**src/ubxp_pkg.sv**
```systemverilog
`timescale 1ns / 1ps
`default_nettype none

package ubxp_pkg;

   // Framing bytes and message codes.
   localparam logic [7:0] SYNC_FIRST  = 8'hB5;
   localparam logic [7:0] SYNC_SECOND = 8'h62;
   localparam logic [7:0] CLASS_NAV   = 8'h01;
   localparam logic [7:0] ID_PVT      = 8'h07;
   localparam logic [7:0] ID_VELNED   = 8'h12;

   localparam logic [1:0] KIND_PVT    = 2'd1;
   localparam logic [1:0] KIND_VELNED = 2'd2;

   localparam int PvtLen     = 92;
   localparam int AddrWidth  = $clog2(PvtLen);

   // Calendar constants.
   localparam logic [15:0] FIRST_YEAR  = 16'd2025;
   localparam logic [15:0] EPOCH_YEAR  = 16'd1970;
   localparam logic [31:0] SEC_PER_DAY = 32'd86400;
   localparam logic [19:0] SEC_PER_HR  = 20'd3600;
   localparam logic [19:0] SEC_PER_MIN = 20'd60;
   localparam logic [31:0] DAYS_PER_YR = 32'd365;
   // Leap days counted up to and including 1969.
   localparam logic [31:0] LEAPS_EPOCH = 32'd477;
   // ceil(2^24 / 100): exact quotient by 100 for any 16-bit value.
   localparam logic [33:0] RECIP_100   = 34'd167773;

   // Word slots read during a result burst.
   localparam logic [3:0] WORD_DATE  = 4'd14;
   localparam logic [3:0] WORD_CLOCK = 4'd15;
   localparam logic [3:0] FIELD_TIME = 4'd14;
   localparam logic [3:0] FIELD_FIX  = 4'd8;
   localparam logic [3:0] FIELD_NSV  = 4'd9;
   localparam logic [3:0] FIELD_ACC0 = 4'd10;

   typedef enum logic [3:0] {
      PH_HUNT1   = 4'd0,
      PH_HUNT2   = 4'd1,
      PH_CLASS   = 4'd2,
      PH_ID      = 4'd3,
      PH_LENLO   = 4'd4,
      PH_LENHI   = 4'd5,
      PH_PAYLOAD = 4'd6,
      PH_CKA     = 4'd7,
      PH_CKB     = 4'd8,
      PH_SKIP    = 4'd9,
      PH_SKIPCK  = 4'd10
   } parse_phase_type;

   typedef enum logic [2:0] {
      ST_IDLE  = 3'd0,
      ST_READ  = 3'd1,
      ST_SHIFT = 3'd2,
      ST_CAP   = 3'd3,
      ST_TIME1 = 3'd4,
      ST_TIME2 = 3'd5,
      ST_TIME3 = 3'd6,
      ST_EMIT  = 3'd7
   } ctrl_state_type;

   typedef struct packed {
      logic            byte_en;
      parse_phase_type phase;
      logic            rd_en;
      logic [3:0]      word;
      logic [1:0]      byte_idx;
      logic            cap;
      logic            time1;
      logic            time2;
      logic            time3;
      logic            load_out;
   } dp_cmd_type;

   typedef struct packed {
      logic is_sync1;
      logic is_sync2;
      logic is_class;
      logic is_id_pvt;
      logic is_id_velned;
      logic kind_pvt;
      logic len_ok;
      logic len_zero;
      logic pay_last;
      logic skip_last;
      logic skipck_last;
      logic ckb_ok;
      logic out_free;
   } dp_status_type;

   // Payload offset of each burst word.
   function automatic logic [AddrWidth-1:0] word_offset(input logic [3:0] word);
      logic [AddrWidth-1:0] off;
      case (word)
         4'd0:    off = AddrWidth'(28);
         4'd1:    off = AddrWidth'(24);
         4'd2:    off = AddrWidth'(64);
         4'd3:    off = AddrWidth'(60);
         4'd4:    off = AddrWidth'(36);
         4'd5:    off = AddrWidth'(56);
         4'd6:    off = AddrWidth'(52);
         4'd7:    off = AddrWidth'(48);
         4'd8:    off = AddrWidth'(20);
         4'd9:    off = AddrWidth'(23);
         4'd10:   off = AddrWidth'(72);
         4'd11:   off = AddrWidth'(40);
         4'd12:   off = AddrWidth'(68);
         4'd13:   off = AddrWidth'(44);
         4'd14:   off = AddrWidth'(4);
         default: off = AddrWidth'(8);
      endcase
      return off;
   endfunction

   // Days in the months before the given one; months past December count all twelve.
   function automatic logic [8:0] days_before_month(input logic [7:0] month);
      logic [8:0] d;
      case (month)
         8'd0, 8'd1: d = 9'd0;
         8'd2:       d = 9'd31;
         8'd3:       d = 9'd59;
         8'd4:       d = 9'd90;
         8'd5:       d = 9'd120;
         8'd6:       d = 9'd151;
         8'd7:       d = 9'd181;
         8'd8:       d = 9'd212;
         8'd9:       d = 9'd243;
         8'd10:      d = 9'd273;
         8'd11:      d = 9'd304;
         8'd12:      d = 9'd334;
         default:    d = 9'd365;
      endcase
      return d;
   endfunction

endpackage

`default_nettype wire

```
**src/ubxp_ifs.sv**
```systemverilog
`timescale 1ns / 1ps
`default_nettype none

// Byte stream channel.
interface ubxp_req_if;
   logic       valid;
   logic       ready;
   logic [7:0] rx_byte;
   modport source (output valid, output rx_byte, input ready);
   modport sink (input valid, input rx_byte, output ready);
endinterface

// Decoded field channel.
interface ubxp_rsp_if;
   logic               valid;
   logic               ready;
   logic [3:0]         field_id;
   logic signed [32:0] field_value;
   logic               last;
   modport source (output valid, output field_id, output field_value, output last,
                   input ready);
   modport sink (input valid, input field_id, input field_value, input last,
                 output ready);
endinterface

`default_nettype wire

```
**src/ubxp_dp.sv**
```systemverilog
`timescale 1ns / 1ps
`default_nettype none

module ubxp_dp (
   input  wire logic                  clock,
   input  wire logic                  reset,
   input  wire logic [7:0]            rx_byte,
   input  wire ubxp_pkg::dp_cmd_type  cmd,
   output ubxp_pkg::dp_status_type    status,
   output logic                       rsp_valid,
   input  wire logic                  rsp_ready,
   output logic [3:0]                 rsp_field_id,
   output logic signed [32:0]         rsp_field_value,
   output logic                       rsp_last
);
   import ubxp_pkg::*;

   logic [7:0]  sum_a_ff, sum_a_in, sum_b_ff, sum_b_in;
   logic [15:0] cnt_ff, cnt_in, len_ff, len_in;
   logic [1:0]  kind_ff, kind_in;
   logic [7:0]  check_a_ff, check_a_in;
   logic [15:0] len_full;
   logic [7:0]  add_a, add_b;

   logic [7:0]           mem [PvtLen];
   logic [7:0]           rd_data_ff;
   logic                 rd_vld_ff;
   logic [AddrWidth-1:0] rd_addr;
   logic [31:0]          word_ff;

   logic [15:0] year_ff;
   logic [7:0]  month_ff, day_ff, hour_ff, min_ff, sec_ff;
   logic [9:0]  q_ym1_ff, q_y_ff;
   logic        late_ff;
   logic [31:0] days_ff, days_in, time_ff;
   logic [19:0] hms_ff;
   logic [15:0] ym1;
   logic [33:0] prod_ym1, prod_y;
   logic [31:0] leaps;
   logic        zero100, leap;
   logic [31:0] cum;

   logic               out_valid_ff;
   logic [3:0]         out_id_ff;
   logic signed [32:0] out_value_ff;
   logic               out_last_ff;
   logic [3:0]         field_id;
   logic signed [32:0] field_value;

   // Header and checksum compares on the incoming byte.
   assign len_full = {rx_byte, len_ff[7:0]};
   assign add_a    = sum_a_ff + rx_byte;
   assign add_b    = sum_b_ff + add_a;

   always_comb begin
      status.is_sync1     = (rx_byte == SYNC_FIRST);
      status.is_sync2     = (rx_byte == SYNC_SECOND);
      status.is_class     = (rx_byte == CLASS_NAV);
      status.is_id_pvt    = (rx_byte == ID_PVT);
      status.is_id_velned = (rx_byte == ID_VELNED);
      status.kind_pvt     = (kind_ff == KIND_PVT);
      status.len_ok       = (len_full == 16'(PvtLen));
      status.len_zero     = (len_full == 16'd0);
      status.pay_last     = (cnt_ff == 16'(PvtLen - 1));
      status.skip_last    = ((cnt_ff + 16'd1) == len_ff);
      status.skipck_last  = ((cnt_ff + 16'd1) >= 16'd2);
      status.ckb_ok       = (check_a_ff == sum_a_ff) && (rx_byte == sum_b_ff);
      status.out_free     = !out_valid_ff || rsp_ready;
   end

   // Per-byte frame bookkeeping.
   always_comb begin
      sum_a_in   = sum_a_ff;
      sum_b_in   = sum_b_ff;
      cnt_in     = cnt_ff;
      len_in     = len_ff;
      kind_in    = kind_ff;
      check_a_in = check_a_ff;
      if (cmd.byte_en) begin
         unique case (cmd.phase)
            PH_HUNT2: begin
               if (status.is_sync2) begin
                  sum_a_in = 8'd0;
                  sum_b_in = 8'd0;
               end
            end
            PH_CLASS: begin
               if (status.is_class) begin
                  sum_a_in = add_a;
                  sum_b_in = add_b;
               end
            end
            PH_ID: begin
               if (status.is_id_pvt || status.is_id_velned) begin
                  kind_in  = status.is_id_pvt ? KIND_PVT : KIND_VELNED;
                  sum_a_in = add_a;
                  sum_b_in = add_b;
               end
            end
            PH_LENLO: begin
               sum_a_in = add_a;
               sum_b_in = add_b;
               len_in   = {8'd0, rx_byte};
            end
            PH_LENHI: begin
               len_in = len_full;
               cnt_in = 16'd0;
               if (status.kind_pvt && status.len_ok) begin
                  sum_a_in = add_a;
                  sum_b_in = add_b;
               end
            end
            PH_PAYLOAD: begin
               sum_a_in = add_a;
               sum_b_in = add_b;
               cnt_in   = cnt_ff + 16'd1;
            end
            PH_CKA: check_a_in = rx_byte;
            PH_SKIP: cnt_in = status.skip_last ? 16'd0 : cnt_ff + 16'd1;
            PH_SKIPCK: cnt_in = cnt_ff + 16'd1;
            default: ;
         endcase
      end
   end

   always_ff @(posedge clock) begin
      if (reset) begin
         sum_a_ff   <= 8'd0;
         sum_b_ff   <= 8'd0;
         cnt_ff     <= 16'd0;
         len_ff     <= 16'd0;
         kind_ff    <= 2'd0;
         check_a_ff <= 8'd0;
      end else begin
         sum_a_ff   <= sum_a_in;
         sum_b_ff   <= sum_b_in;
         cnt_ff     <= cnt_in;
         len_ff     <= len_in;
         kind_ff    <= kind_in;
         check_a_ff <= check_a_in;
      end
   end

   // Payload store: written while the payload streams in, read a byte per cycle in bursts.
   assign rd_addr = word_offset(cmd.word) + AddrWidth'(cmd.byte_idx);

   always_ff @(posedge clock) begin
      if (cmd.byte_en && cmd.phase == PH_PAYLOAD) begin
         mem[cnt_ff[AddrWidth-1:0]] <= rx_byte;
      end
      if (cmd.rd_en) begin
         rd_data_ff <= mem[rd_addr];
      end
   end

   always_ff @(posedge clock) begin
      if (reset) begin
         rd_vld_ff <= 1'b0;
      end else begin
         rd_vld_ff <= cmd.rd_en;
      end
   end

   // Little-endian word assembly, one byte per cycle.
   always_ff @(posedge clock) begin
      if (rd_vld_ff) begin
         word_ff <= {rd_data_ff, word_ff[31:8]};
      end
   end

   // Timestamp unit: capture date and clock, divide year by 100, sum days, scale.
   assign ym1      = year_ff - 16'd1;
   assign prod_ym1 = {18'd0, ym1} * RECIP_100;
   assign prod_y   = {18'd0, year_ff} * RECIP_100;
   assign leaps    = 32'(ym1[15:2]) - 32'(q_ym1_ff) + 32'(q_ym1_ff[9:2]);
   assign zero100  = (17'(q_y_ff) * 17'd100) == {1'b0, year_ff};
   assign leap     = (year_ff[1:0] == 2'b00) && (!zero100 || q_y_ff[1:0] == 2'b00);
   assign cum      = 32'(days_before_month(month_ff))
                   + ((leap && month_ff >= 8'd3) ? 32'd1 : 32'd0);
   assign days_in  = 32'(16'(year_ff - EPOCH_YEAR)) * DAYS_PER_YR + leaps - LEAPS_EPOCH
                   + cum + 32'(day_ff) - 32'd1;

   always_ff @(posedge clock) begin
      if (cmd.cap && cmd.word == WORD_DATE) begin
         year_ff  <= word_ff[15:0];
         month_ff <= word_ff[23:16];
         day_ff   <= word_ff[31:24];
      end
      if (cmd.cap && cmd.word == WORD_CLOCK) begin
         hour_ff <= word_ff[7:0];
         min_ff  <= word_ff[15:8];
         sec_ff  <= word_ff[23:16];
      end
      if (cmd.time1) begin
         q_ym1_ff <= prod_ym1[33:24];
         q_y_ff   <= prod_y[33:24];
         late_ff  <= (year_ff >= FIRST_YEAR);
      end
      if (cmd.time2) begin
         days_ff <= days_in;
         hms_ff  <= 20'(hour_ff) * SEC_PER_HR + 20'(min_ff) * SEC_PER_MIN + 20'(sec_ff);
      end
      if (cmd.time3) begin
         time_ff <= late_ff ? (days_ff * SEC_PER_DAY) + 32'(hms_ff) : 32'd0;
      end
   end

   // Field formatting from the assembled word.
   always_comb begin
      field_id = (cmd.word == WORD_CLOCK) ? FIELD_TIME : cmd.word;
      if (cmd.word == WORD_CLOCK) begin
         field_value = signed'({1'b0, time_ff});
      end else if (field_id == FIELD_FIX || field_id == FIELD_NSV) begin
         field_value = signed'({25'd0, word_ff[7:0]});
      end else if (field_id >= FIELD_ACC0) begin
         field_value = signed'({1'b0, word_ff});
      end else begin
         field_value = signed'({word_ff[31], word_ff});
      end
   end

   // Output register; a new transaction loads as the old one leaves.
   always_ff @(posedge clock) begin
      if (reset) begin
         out_valid_ff <= 1'b0;
      end else if (cmd.load_out) begin
         out_valid_ff <= 1'b1;
      end else if (rsp_ready) begin
         out_valid_ff <= 1'b0;
      end
   end

   always_ff @(posedge clock) begin
      if (cmd.load_out) begin
         out_id_ff    <= field_id;
         out_value_ff <= field_value;
         out_last_ff  <= (field_id == FIELD_TIME);
      end
   end

   assign rsp_valid       = out_valid_ff;
   assign rsp_field_id    = out_id_ff;
   assign rsp_field_value = out_value_ff;
   assign rsp_last        = out_last_ff;

   // A result is loaded only into a free output register.
   assert property (@(posedge clock) disable iff (reset)
      cmd.load_out |-> (!out_valid_ff || rsp_ready))
      else $error("result loaded over a pending transaction");

   // Word assembly follows a read issued in the cycle before.
   assert property (@(posedge clock) disable iff (reset)
      rd_vld_ff |-> $past(cmd.rd_en))
      else $error("read data flagged without a read");

endmodule

`default_nettype wire

```
**src/ubxp_ctrl.sv**
```systemverilog
`timescale 1ns / 1ps
`default_nettype none

module ubxp_ctrl (
   input  wire logic                    clock,
   input  wire logic                    reset,
   input  wire logic                    req_valid,
   output logic                         req_ready,
   input  wire ubxp_pkg::dp_status_type status,
   output ubxp_pkg::dp_cmd_type         cmd
);
   import ubxp_pkg::*;

   ctrl_state_type  state_ff, state_in;
   parse_phase_type phase_ff, phase_in, fail_phase;
   logic [3:0]      word_ff, word_in;
   logic [1:0]      bidx_ff, bidx_in;

   always_ff @(posedge clock) begin
      if (reset) begin
         state_ff <= ST_IDLE;
         phase_ff <= PH_HUNT1;
         word_ff  <= 4'd0;
         bidx_ff  <= 2'd0;
      end else begin
         state_ff <= state_in;
         phase_ff <= phase_in;
         word_ff  <= word_in;
         bidx_ff  <= bidx_in;
      end
   end

   // A failing byte may itself open a new frame.
   assign fail_phase = status.is_sync1 ? PH_HUNT2 : PH_HUNT1;

   // Frame parsing on each transaction, then the burst sequence.
   always_comb begin
      state_in     = state_ff;
      phase_in     = phase_ff;
      word_in      = word_ff;
      bidx_in      = bidx_ff;
      req_ready    = 1'b0;
      cmd.byte_en  = 1'b0;
      cmd.phase    = phase_ff;
      cmd.rd_en    = 1'b0;
      cmd.word     = word_ff;
      cmd.byte_idx = bidx_ff;
      cmd.cap      = 1'b0;
      cmd.time1    = 1'b0;
      cmd.time2    = 1'b0;
      cmd.time3    = 1'b0;
      cmd.load_out = 1'b0;
      unique case (state_ff)
         ST_IDLE: begin
            req_ready = 1'b1;
            if (req_valid) begin
               cmd.byte_en = 1'b1;
               unique case (phase_ff)
                  PH_HUNT2: phase_in = status.is_sync2 ? PH_CLASS : fail_phase;
                  PH_CLASS: phase_in = status.is_class ? PH_ID : fail_phase;
                  PH_ID: begin
                     phase_in = (status.is_id_pvt || status.is_id_velned) ? PH_LENLO
                                                                          : fail_phase;
                  end
                  PH_LENLO: phase_in = PH_LENHI;
                  PH_LENHI: begin
                     if (status.kind_pvt) begin
                        phase_in = status.len_ok ? PH_PAYLOAD : fail_phase;
                     end else begin
                        phase_in = status.len_zero ? PH_SKIPCK : PH_SKIP;
                     end
                  end
                  PH_PAYLOAD: phase_in = status.pay_last ? PH_CKA : PH_PAYLOAD;
                  PH_CKA: phase_in = PH_CKB;
                  PH_CKB: begin
                     if (status.ckb_ok) begin
                        phase_in = PH_HUNT1;
                        state_in = ST_READ;
                        word_in  = 4'd0;
                        bidx_in  = 2'd0;
                     end else begin
                        phase_in = fail_phase;
                     end
                  end
                  PH_SKIP: phase_in = status.skip_last ? PH_SKIPCK : PH_SKIP;
                  PH_SKIPCK: phase_in = status.skipck_last ? PH_HUNT1 : PH_SKIPCK;
                  default: phase_in = fail_phase;
               endcase
            end
         end
         ST_READ: begin
            cmd.rd_en = 1'b1;
            bidx_in   = bidx_ff + 2'd1;
            if (bidx_ff == 2'd3) begin
               state_in = ST_SHIFT;
            end
         end
         ST_SHIFT: state_in = (word_ff < WORD_DATE) ? ST_EMIT : ST_CAP;
         ST_CAP: begin
            cmd.cap = 1'b1;
            if (word_ff == WORD_DATE) begin
               word_in  = WORD_CLOCK;
               state_in = ST_READ;
            end else begin
               state_in = ST_TIME1;
            end
         end
         ST_TIME1: begin
            cmd.time1 = 1'b1;
            state_in  = ST_TIME2;
         end
         ST_TIME2: begin
            cmd.time2 = 1'b1;
            state_in  = ST_TIME3;
         end
         ST_TIME3: begin
            cmd.time3 = 1'b1;
            state_in  = ST_EMIT;
         end
         ST_EMIT: begin
            if (status.out_free) begin
               cmd.load_out = 1'b1;
               if (word_ff == WORD_CLOCK) begin
                  state_in = ST_IDLE;
               end else begin
                  word_in  = word_ff + 4'd1;
                  state_in = ST_READ;
               end
            end
         end
         default: state_in = ST_IDLE;
      endcase
   end

   // A good checksum starts the burst.
   assert property (@(posedge clock) disable iff (reset)
      (cmd.byte_en && phase_ff == PH_CKB && status.ckb_ok) |=>
         (state_ff == ST_READ && word_ff == 4'd0))
      else $error("burst did not start after a good frame");

   // The timestamp result closes the burst.
   assert property (@(posedge clock) disable iff (reset)
      (cmd.load_out && word_ff == WORD_CLOCK) |=> (state_ff == ST_IDLE))
      else $error("burst did not end after the timestamp");

   // No byte is taken while a burst is in progress.
   assert property (@(posedge clock) disable iff (reset)
      cmd.byte_en |-> (state_ff == ST_IDLE && !cmd.rd_en && !cmd.load_out))
      else $error("byte taken during a burst");

endmodule

`default_nettype wire

```
**src/ubx_nav_pvt_frame_parser.sv**
```systemverilog
`timescale 1ns / 1ps
`default_nettype none

// Takes one byte per cycle while parsing.
// After the second checksum byte of a good NAV-PVT frame, input stalls for the result burst:
// 15 transactions; each of the first 14 words is read from the payload RAM a byte per cycle
// and emitted as one field, and the timestamp reads two words before its conversion steps.
// Synchronous active-high reset returns to sync hunting with clear checksums and counters.
module ubx_nav_pvt_frame_parser (
   input  wire logic clock,
   input  wire logic reset,
   ubxp_req_if.sink  req_chan,
   ubxp_rsp_if.source rsp_chan
);
   import ubxp_pkg::*;

   dp_cmd_type    cmd;
   dp_status_type status;

   // Parse and burst sequencing.
   ubxp_ctrl u_ctrl (
      .clock     (clock),
      .reset     (reset),
      .req_valid (req_chan.valid),
      .req_ready (req_chan.ready),
      .status    (status),
      .cmd       (cmd)
   );

   // Checksums, payload RAM, timestamp unit and output register.
   ubxp_dp u_dp (
      .clock           (clock),
      .reset           (reset),
      .rx_byte         (req_chan.rx_byte),
      .cmd             (cmd),
      .status          (status),
      .rsp_valid       (rsp_chan.valid),
      .rsp_ready       (rsp_chan.ready),
      .rsp_field_id    (rsp_chan.field_id),
      .rsp_field_value (rsp_chan.field_value),
      .rsp_last        (rsp_chan.last)
   );

endmodule

`default_nettype wire

```
**src/flat_wrapper.sv**
```systemverilog
// flat-port wrapper written by rule: the top's interface ports become plain ports
module ubx_nav_pvt_frame_parser_flat import ubxp_pkg::*;
  (clock, reset, req_chan_valid, req_chan_rx_byte, req_chan_ready, rsp_chan_valid, rsp_chan_field_id, rsp_chan_field_value, rsp_chan_last, rsp_chan_ready);
  ubxp_req_if req_chan_i ();
  ubxp_rsp_if rsp_chan_i ();
  input  wire logic clock;
  input  wire logic reset;
  input wire logic [$bits(req_chan_i.valid)-1:0] req_chan_valid;
  input wire logic [$bits(req_chan_i.rx_byte)-1:0] req_chan_rx_byte;
  output wire logic [$bits(req_chan_i.ready)-1:0] req_chan_ready;
  output wire logic [$bits(rsp_chan_i.valid)-1:0] rsp_chan_valid;
  output wire logic [$bits(rsp_chan_i.field_id)-1:0] rsp_chan_field_id;
  output wire logic [$bits(rsp_chan_i.field_value)-1:0] rsp_chan_field_value;
  output wire logic [$bits(rsp_chan_i.last)-1:0] rsp_chan_last;
  input wire logic [$bits(rsp_chan_i.ready)-1:0] rsp_chan_ready;
  assign req_chan_i.valid = req_chan_valid;
  assign req_chan_i.rx_byte = req_chan_rx_byte;
  assign req_chan_ready = req_chan_i.ready;
  assign rsp_chan_valid = rsp_chan_i.valid;
  assign rsp_chan_field_id = rsp_chan_i.field_id;
  assign rsp_chan_field_value = rsp_chan_i.field_value;
  assign rsp_chan_last = rsp_chan_i.last;
  assign rsp_chan_i.ready = rsp_chan_ready;
  ubx_nav_pvt_frame_parser u_core (.clock(clock), .reset(reset), .req_chan(req_chan_i), .rsp_chan(rsp_chan_i));
endmodule
```
**config.mk**
```make
export PLATFORM = sky130hd
export DESIGN_NAME = ubx_nav_pvt_frame_parser_flat
export DESIGN_NICKNAME = d
export VERILOG_FILES = /design/src/ubxp_pkg.sv /design/src/ubxp_ifs.sv /design/src/ubxp_dp.sv /design/src/ubxp_ctrl.sv /design/src/ubx_nav_pvt_frame_parser.sv /design/src/flat_wrapper.sv
export SDC_FILE = /design/constraint.sdc
export NUM_CORES = 2
export LEC_CHECK = 0
export BUFFER_PORTS_ARGS = -buffer_cell sky130_fd_sc_hd__buf_2
export CAP_MARGIN = 20
export CORE_AREA = 5 5 387 351
export DETAILED_ROUTE_END_ITERATION = 10
export DIE_AREA = 0 0 392 356
export HOLD_SLACK_MARGIN = 0.12
export PLACE_DENSITY = 0.67
export SYNTH_ARGS = -nofsm -noshare
export SYNTH_HDL_FRONTEND = slang
export SYNTH_SLANG_ARGS = --single-unit
```
**constraint.sdc**
```tcl
create_clock -name clock -period 7.5 [get_ports clock]
set_input_delay 0.375 -clock clock [delete_from_list [all_inputs] [get_ports clock]]
set_output_delay 0.375 -clock clock [all_outputs]
set_load 0.005 [all_outputs]
```
======== After elaboration in Yosys (flattened, before gate mapping) ========
Memories as Yosys holds them, arrays and structs flattened. A register that Yosys moved wholly into a read port is not among the register bits.
Index checks and enable logic that the tools add are counted.
storage, ports and cells
  output and inout port bits .............. 40
  register bits ........................... 304
  logic and storage cells ................. 215
  ROM bits ................................ 256
  input bits .............................. 12
  memories kept ........................... 3
  RAM bits ................................ 736
memory list
  name              words  bits a word  rd ports  clocked after Yosys merged registers in  write ports  line             source
  u_core.u_dp.mem   92     8            1         1                                        1            ubxp_dp.sv:25    logic [7:0] mem [PvtLen];
  (name not given)  16     9            1         1                                        0            ubxp_pkg.sv:120  case (month)
  (name not given)  16     7            1         1                                        0            ubxp_pkg.sv:96   case (word)
operators by class
  mux-type cells .......................... 67
  reduce and logical (&&, ||, !) cells .... 37
  $add $sub $neg .......................... 19
  bitwise operators ....................... 1
  equal/unequal tests ..................... 46
  multiply operators ...................... 7
  order comparisons ....................... 5
operator list
  cell                      number
  $pmux W8 S5               2
  $mul A16 B18 Y34 const B  2
  $mux W32                  2
  $mux W8                   7
  $mux W4                   12
  $pmux W16 S3              1
  $pmux W4 S10              1
  $add A32 B20 Y32          1
  $eq A16 B7 Y1 const B     2
  $eq A4 B4 Y1 const B      8
  $mul A32 B10 Y25 const B  1
  $pmux W16 S2              1
  $sub A30 B2 Y31 const B   1
  $add A29 B9 Y30           1
  $add A28 B11 Y29          1
  $sub A27 B10 Y28 const B  1
  $add A26 B16 Y27          1
  $mux W3                   9
  $mul A16 B9 Y25 const B   1
  $pmux W3 S8               1
  $add A20 B14 Y20          1
  $add A20 B8 Y20           1
  $mux W1                   19
  $eq A17 B16 Y1            1
  other kinds (59)          104

======== Depth between registers and ports, before layout ========
  depth after elaboration ................. 11
  gate-level depth with buffers ........... 35
  mapped depth without buffers ............ 35

======== By module ========
From an unflattened synthesis, not the netlist that was laid out.
unflattened totals
  cells, all modules ...................... 4890
  area, all modules ....................... 65054.9 um^2
modules (own cells, without submodules)
  module     cells each  times used  area each (um^2)  sequential area each (um^2)
  ubxp_dp    4762        1           63996.4           30449.2
  ubxp_ctrl  128         1           1058.5            260.2

======== Worst setup path before layout ========
Ideal clock, no wire load.
  path type ............................... reg2reg
  start point ............................. register u_core.u_dp.year_ff[0]
  end point ............................... register u_core.u_dp.q_ym1_ff[9], data pin
  setup slack ............................. -0.239 ns
  stages on the path, launching flop included .. 27
  setup time .............................. 0.260 ns
  data required time ...................... 7.240 ns
  arrival ................................. 7.479 ns
  clock period less this slack ............ 7.739 ns
  buffers on the path ..................... 0
  path through ............................ edfxtp_1 -> inv_1 -> ha_1 -> nand3_1 -> nor3_1 -> nand3_1 -> xnor2_1 -> inv_1 -> fa_1 -> inv_1 -> fa_1 -> inv_1 -> fa_1 -> fa_1 -> inv_1 -> fa_1 -> fa_1 -> ha_1 -> and3_1 -> nand4b_1 -> nor4_1 -> o31ai_1 -> a211o_1 -> o211a_1 -> a21oi_1 -> a21oi_1 -> xnor2_1
between the ends
  longest elaborated chain between the ends .. 2
RTL lines
  element                             line            source
  start, declared                     ubxp_dp.sv:31   logic [15:0] year_ff;
  start signal, assigned              ubxp_dp.sv:185  year_ff <= word_ff[15:0];
  $sub A16 B1 Y16                     ubxp_dp.sv:172  assign ym1 = year_ff - 16'd1;
  $mul A16 B18 Y34                    ubxp_dp.sv:173  assign prod_ym1 = {18'd0, ym1} * RECIP_100;
  named net u_core.u_dp.prod_ym1[33]  ubxp_dp.sv:38   logic [33:0] prod_ym1, prod_y;
  end signal, assigned                ubxp_dp.sv:195  q_ym1_ff <= prod_ym1[33:24];
  end, declared                       ubxp_dp.sv:33   logic [9:0] q_ym1_ff, q_y_ff;
The timed path passes the listed nets, and every way through them passes these cells.
A chain may end at the register's enable or synchronous reset.

======== Worst setup path in the final report ========
  start point ............................. register u_core.u_dp.q_y_ff[2]
  end point ............................... register u_core.u_dp.days_ff[8], data pin
between the ends
  longest elaborated chain between the ends .. 11
RTL lines
  element                           line            source
  start, declared                   ubxp_dp.sv:33
  start signal, assigned            ubxp_dp.sv:196  q_y_ff <= prod_y[33:24];
  $mul A10 B5 Y15                   ubxp_dp.sv:176  assign zero100 = (17'(q_y_ff) * 17'd100) == {1'b0, year_ff};
  $eq A17 B16 Y1                    ubxp_dp.sv:176
  $logic_not A1 Y1                  ubxp_dp.sv:177  assign leap = (year_ff[1:0] == 2'b00) && (!zero100 || q_y_ff[1:0] == 2'b00);
  $logic_or A1 B1 Y1                ubxp_dp.sv:177
  $logic_and A1 B1 Y1               ubxp_dp.sv:177
  $logic_and A1 B1 Y1               ubxp_dp.sv:179  + ((leap && month_ff >= 8'd3) ? 32'd1 : 32'd0);
  $mux W1                           ubxp_dp.sv:179
  $add A9 B1 Y10                    ubxp_dp.sv:179
  $add A28 B11 Y29                  ubxp_dp.sv:181  + cum + 32'(day_ff) - 32'd1;
  $add A29 B9 Y30                   ubxp_dp.sv:181
  $sub A30 B2 Y31                   ubxp_dp.sv:181
  named net u_core.u_dp.days_in[8]  ubxp_dp.sv:35   logic [31:0] days_ff, days_in, time_ff;
  end signal, assigned              ubxp_dp.sv:200  days_ff <= days_in;
  end, declared                     ubxp_dp.sv:35
The timed path passes the listed nets, and every way through them passes these cells.

==> summary.md <==
| Metric | Value |
|---|---|
| Net total in the final layout | `6057` |
| Drt initial violations | `2774` |
| Total length of routed wires | `148000 µm` |
| Post-Synthesis Net Count | `5846` |
| Placeable core area | `~0.13 mm²` |
| Startpoint of the most critical register-to-register path | `u_core.u_dp.q_y_ff[2]` |
| Startpoint kind of the worst setup timing path | `register` |
| Hold Path Stages | `1` |
| Global-route wire length before repair | `roughly 230000 µm` |
| PnR Total Power | `between 0.01 and 0.015 W` |
| Max-cap violations | `0` |
| Clock Tree Buf Depth | `3` |
| Worst setup timing slack at the placement stage | `-0.519 ns` |
| Seq cells post-synth | `1056` |
| Worst slew margin | `25.6%` |
| Pwr Density | `159 mW/mm²` |
| Internal portion of total power | `0.00913 W` |
| Fraction of the cycle the final worst path needs | `101%` |
| Width of the die | `392 µm` |
| Die Footprint | `~0.14 mm²` |
| Worst min-delay path class | `input pin to register` |
| Required time at the endpoint of the critical path | `7.99 ns` |
| Setup Crit Path Kind | `register to register` |
| Portion of total power attributed to combinational logic | `1.0%` |
| Library cell contributing the largest single delay on the critical path | `sky130_fd_sc_hd__fa_1` |
| TritonCTS clock tree | `done` |
| Buffer type at the clock tree root | `sky130_fd_sc_hd__clkbuf_16` |
| WL per Instance | `21.7 µm` |
| Highest Clock Rate | `about 130 MHz` |
| I/O pin count | `52` |
| Number of slew-limit violations in the final report | `0` |
| Largest stage delay on the critical path | `0.58 ns` |
| Most frequent cells in the layout | `968 x sky130_fd_sc_hd__edfxtp_1, 714 x sky130_fd_sc_hd__inv_1, 640 x sky130_fd_sc_hd__ha_1` |
| Final hold viol count | `0` |
| Mapped cell area | `0.0651 mm²` |
| Highest fanout seen on the critical path | `3` |
| Overall overflow remaining after global route | `0` |
| Tmin final | `between 7 and 8 ns` |
| Global placer's final weighted congestion | `roughly 0.9` |
| Synthesis warning total | `0` |
| Proportion of total power due to net switching | `20.7%` |
| Reported net switching power | `roughly 0.0024 W` |
| Capture point of the worst reg-to-reg path | `u_core.u_dp.days_ff[8]` |
| Mean instance size in the synthesized netlist | `roughly 14 µm²` |
| Violations in the final reports | `negative setup slack` |
| GRT Resource Usage Total | `21.5%` |
| Hold Slack | `0.235 ns` |
| Area overhead of the layout relative to synthesis | `11.3%` |
| Flop pwr share | `55.5%` |
| Primary FF master, synth | `sky130_fd_sc_hd__edfxtp_1` |
| Worst Max-Slew Pin Slew | `1.11 ns` |
| Endpoint class of the critical path | `register` |
| Pin count of the biggest net entering global routing | `just over 90` |
| Setup ws final | `-0.0851 ns` |
| Run status | `finished with violations` |
| Number of antenna violations at the first check in global routing | `2` |
| Placed wire-length estimate | `approximately 110000 µm` |
| Reg clk slew, reported paths | `0.06 ns` |
| Final design utilization | `54.9%` |
| Leading cell type in the layout, fill and taps excluded | `sky130_fd_sc_hd__edfxtp_1` |
| Leakage power figure | `28.6 nW` |
| Setup skew after layout | `0.0616 ns` |
| Clock net sink count | `around 1100` |
| Count of TritonRoute iterations in the first routing pass | `7` |
| Max H-tree Level | `3` |
| Setup repair after global routing missed its margin | `yes` |
| Most repeated library cell on the critical path | `sky130_fd_sc_hd__buf_4` |
| Share of flip-flops with an asynchronous set or reset | `0%` |
| Num rows | `127` |
| Count of different cell masters after synthesis | `86` |
| Number of enable-type register cells in the synthesized netlist | `968` |
| Fraction of layout instances using a drive strength above 1 | `approximately 15%` |
| Worst ir drop on vdd | `~0.22 mV` |
| Starting utilization of the core area | `slightly below 50%` |
| Sequential share of the synthesized area | `approximately 47%` |
| Count of endpoints failing setup in the final report | `3` |
| R2R Setup Slk | `-0.09 ns` |
| Length in cells of the worst reg-to-reg path | `34` |
| Via-per-instance ratio | `5.59` |
| Clk network pwr share | `a little over two fifths` |
| Hold wc startpoint | `req_chan_rx_byte[6]` |
| Endpoint with the worst hold slack | `u_core.u_dp.mem[30][6]` |
| # port buffers | `51` |
| Detailed-route via count | `~38000` |
| TritonCTS Buffers | `102` |
| Remaining number of nets flagged by the antenna check after routing | `0` |
| Insertion delay of the later-clocked pin in the worst-skew pair | `roughly 0.73 ns` |
| Chip Height | `356 µm` |
| Number of global-route vias before repair | `38700` |
| Number of DRC violations after detailed routing | `0` |
| Mapped Cells | `slightly below 5000` |
| Data arrival time of the critical path | `a little over 8 ns` |
==> worst max-delay path, delay by kind of cell (launching register included) <==
family,cells,cell delay [ns]
AO/OA/AOI/OAI,8,1.42
XOR/XNOR,2,0.34
adder cells (fa/ha/maj),10,3.43
buffers and inverters,7,0.82
flip-flops,1,0.47
AND/OR/NAND/NOR,7,0.91
==> layer usage <==
layer	GRT usage [%]	up-vias	wire [µm]
met5	0	-	0
met4	5.24	0	3220
li1	-	17600	-
met3	2.74	180	8980
met1	30.6	19400	64500
met2	35.5	1137	71800
==> cells in the mapped netlist, types with 12 or more instances <==
master | instances | area share, %
sky130_fd_sc_hd__a22o_1 | 27 | 0.36
sky130_fd_sc_hd__o31ai_1 | 13 | 0.15
sky130_fd_sc_hd__mux2i_1 | 25 | 0.38
sky130_fd_sc_hd__o21bai_1 | 16 | 0.18
sky130_fd_sc_hd__a211oi_1 | 31 | 0.36
sky130_fd_sc_hd__buf_1 | 16 | 0.092
sky130_fd_sc_hd__a21o_1 | 54 | 0.62
sky130_fd_sc_hd__nor2_1 | 263 | 1.5
sky130_fd_sc_hd__or3_1 | 18 | 0.17
sky130_fd_sc_hd__a31oi_1 | 19 | 0.18
sky130_fd_sc_hd__o211ai_1 | 12 | 0.14
sky130_fd_sc_hd__clkbuf_1 | 100 | 0.58
sky130_fd_sc_hd__dfxtp_1 | 88 | 2.7
sky130_fd_sc_hd__nand2b_1 | 29 | 0.28
sky130_fd_sc_hd__nand4_1 | 29 | 0.28
sky130_fd_sc_hd__mux4_2 | 232 | 8.0
sky130_fd_sc_hd__and3_1 | 23 | 0.22
sky130_fd_sc_hd__ha_1 | 657 | 13
sky130_fd_sc_hd__o21a_1 | 19 | 0.22
sky130_fd_sc_hd__mux2_2 | 14 | 0.24
sky130_fd_sc_hd__fa_1 | 367 | 11
sky130_fd_sc_hd__xnor2_1 | 187 | 2.5
sky130_fd_sc_hd__nor3_1 | 50 | 0.38
sky130_fd_sc_hd__nor2b_1 | 34 | 0.33
sky130_fd_sc_hd__buf_2 | 23 | 0.18
sky130_fd_sc_hd__o21ai_0 | 104 | 0.80
sky130_fd_sc_hd__a22oi_1 | 18 | 0.21
sky130_fd_sc_hd__nand3_1 | 76 | 0.58
sky130_fd_sc_hd__edfxtp_1 | 968 | 45
sky130_fd_sc_hd__nor4_1 | 16 | 0.15
sky130_fd_sc_hd__xor2_1 | 71 | 0.96
sky130_fd_sc_hd__nand2_1 | 167 | 0.96
sky130_fd_sc_hd__and2_1 | 21 | 0.20
sky130_fd_sc_hd__a21oi_1 | 158 | 1.2
sky130_fd_sc_hd__inv_1 | 726 | 4.2
==> power by group through the flow <==
stage               Sequential [W]  Combinational (W)  Clock, W
finish                     0.00639           0.000118   0.00500
global route               0.00639           0.000127   0.00534
CTS                        0.00639           0.000119   0.00510
detailed placement         0.00652           0.000116         0
global placement           0.00652           0.000111         0
floorplan                  0.00652          0.0000240         0
==> sequential cells by signal, indices dropped and copies added (netlist names), 10 cells and up, named ones only <==
name,cells
u_core.u_dp.mem,736
u_core.u_dp.rsp_field_value,33
u_core.u_dp.time_ff,32
u_core.u_dp.word_ff,32
u_core.u_dp.days_ff,25
u_core.u_dp.hms_ff,20
u_core.u_dp.cnt_ff,16
u_core.u_dp.len_ff,16
u_core.u_dp.year_ff,16
u_core.u_dp.q_y_ff,10
u_core.u_dp.q_ym1_ff,10
==> cell families after synthesis <==
kind of cell             synth area share [%]
XOR/XNOR                                 3.61
multiplexers                             8.69
AO/OA/AOI/OAI                            5.46
AND/OR/NAND/NOR                          5.88
adder cells (fa/ha/maj)                  23.9
flip-flops                               47.4
buffers and inverters                    5.04
==> worst max path at each step <==
stage	start	depth (start not counted)	slack, ns	endpoint
6_report	u_core.u_dp.q_y_ff[2]	34	-0.09	u_core.u_dp.days_ff[8]
5_1_grt	u_core.u_dp.q_y_ff[2]	32	-0.41	u_core.u_dp.days_ff[23]
4_1_cts	u_core.u_dp.q_y_ff[2]	33	-0.02	u_core.u_dp.days_ff[24]
3_5_place_dp	u_core.u_dp.q_y_ff[2]	33	-0.52	u_core.u_dp.days_ff[24]
3_3_place_gp	u_core.u_dp.q_y_ff[2]	32	-0.38	u_core.u_dp.days_ff[23]
2_1_floorplan	u_core.u_dp.q_y_ff[2]	32	0.02	u_core.u_dp.days_ff[23]
==> through the flow <==
step	std cells	instance area, µm²	setup TNS (ns)
after floorplan	4810	65100	0
after global placement	6618	68300	-1.85
after detailed placement	6619	68300	-3.28
after CTS	6825	71900	-0.0245
after global routing	6850	72400	-3.76
final	6854	72400	-0.178
==> timing repair <==
action | 4_1_cts | 5_1_grt
resized for setup | 45 | 80
endpoints found under the setup margin | 14 | 25
pin swaps | 30 | 62
hold buffers | 8 | 0
endpoints found under the hold margin | 53 | 0
setup buffers | 6 | 25
==> area by class of cell <==
class                           count  area [µm²]
Antenna cell                        4        10.0
Clock buffer                      138        2800
Clock inverter                     54         455
Fill cell                       10700       59500
Inverter                          726        2730
Multi-Input combinational cell   2888       31600
Sequential cell                  1056       30800
Tap cell                         1741        2180
Timing Repair Buffer              247        1800
Note: power is estimated with default switching activity, not from simulation.
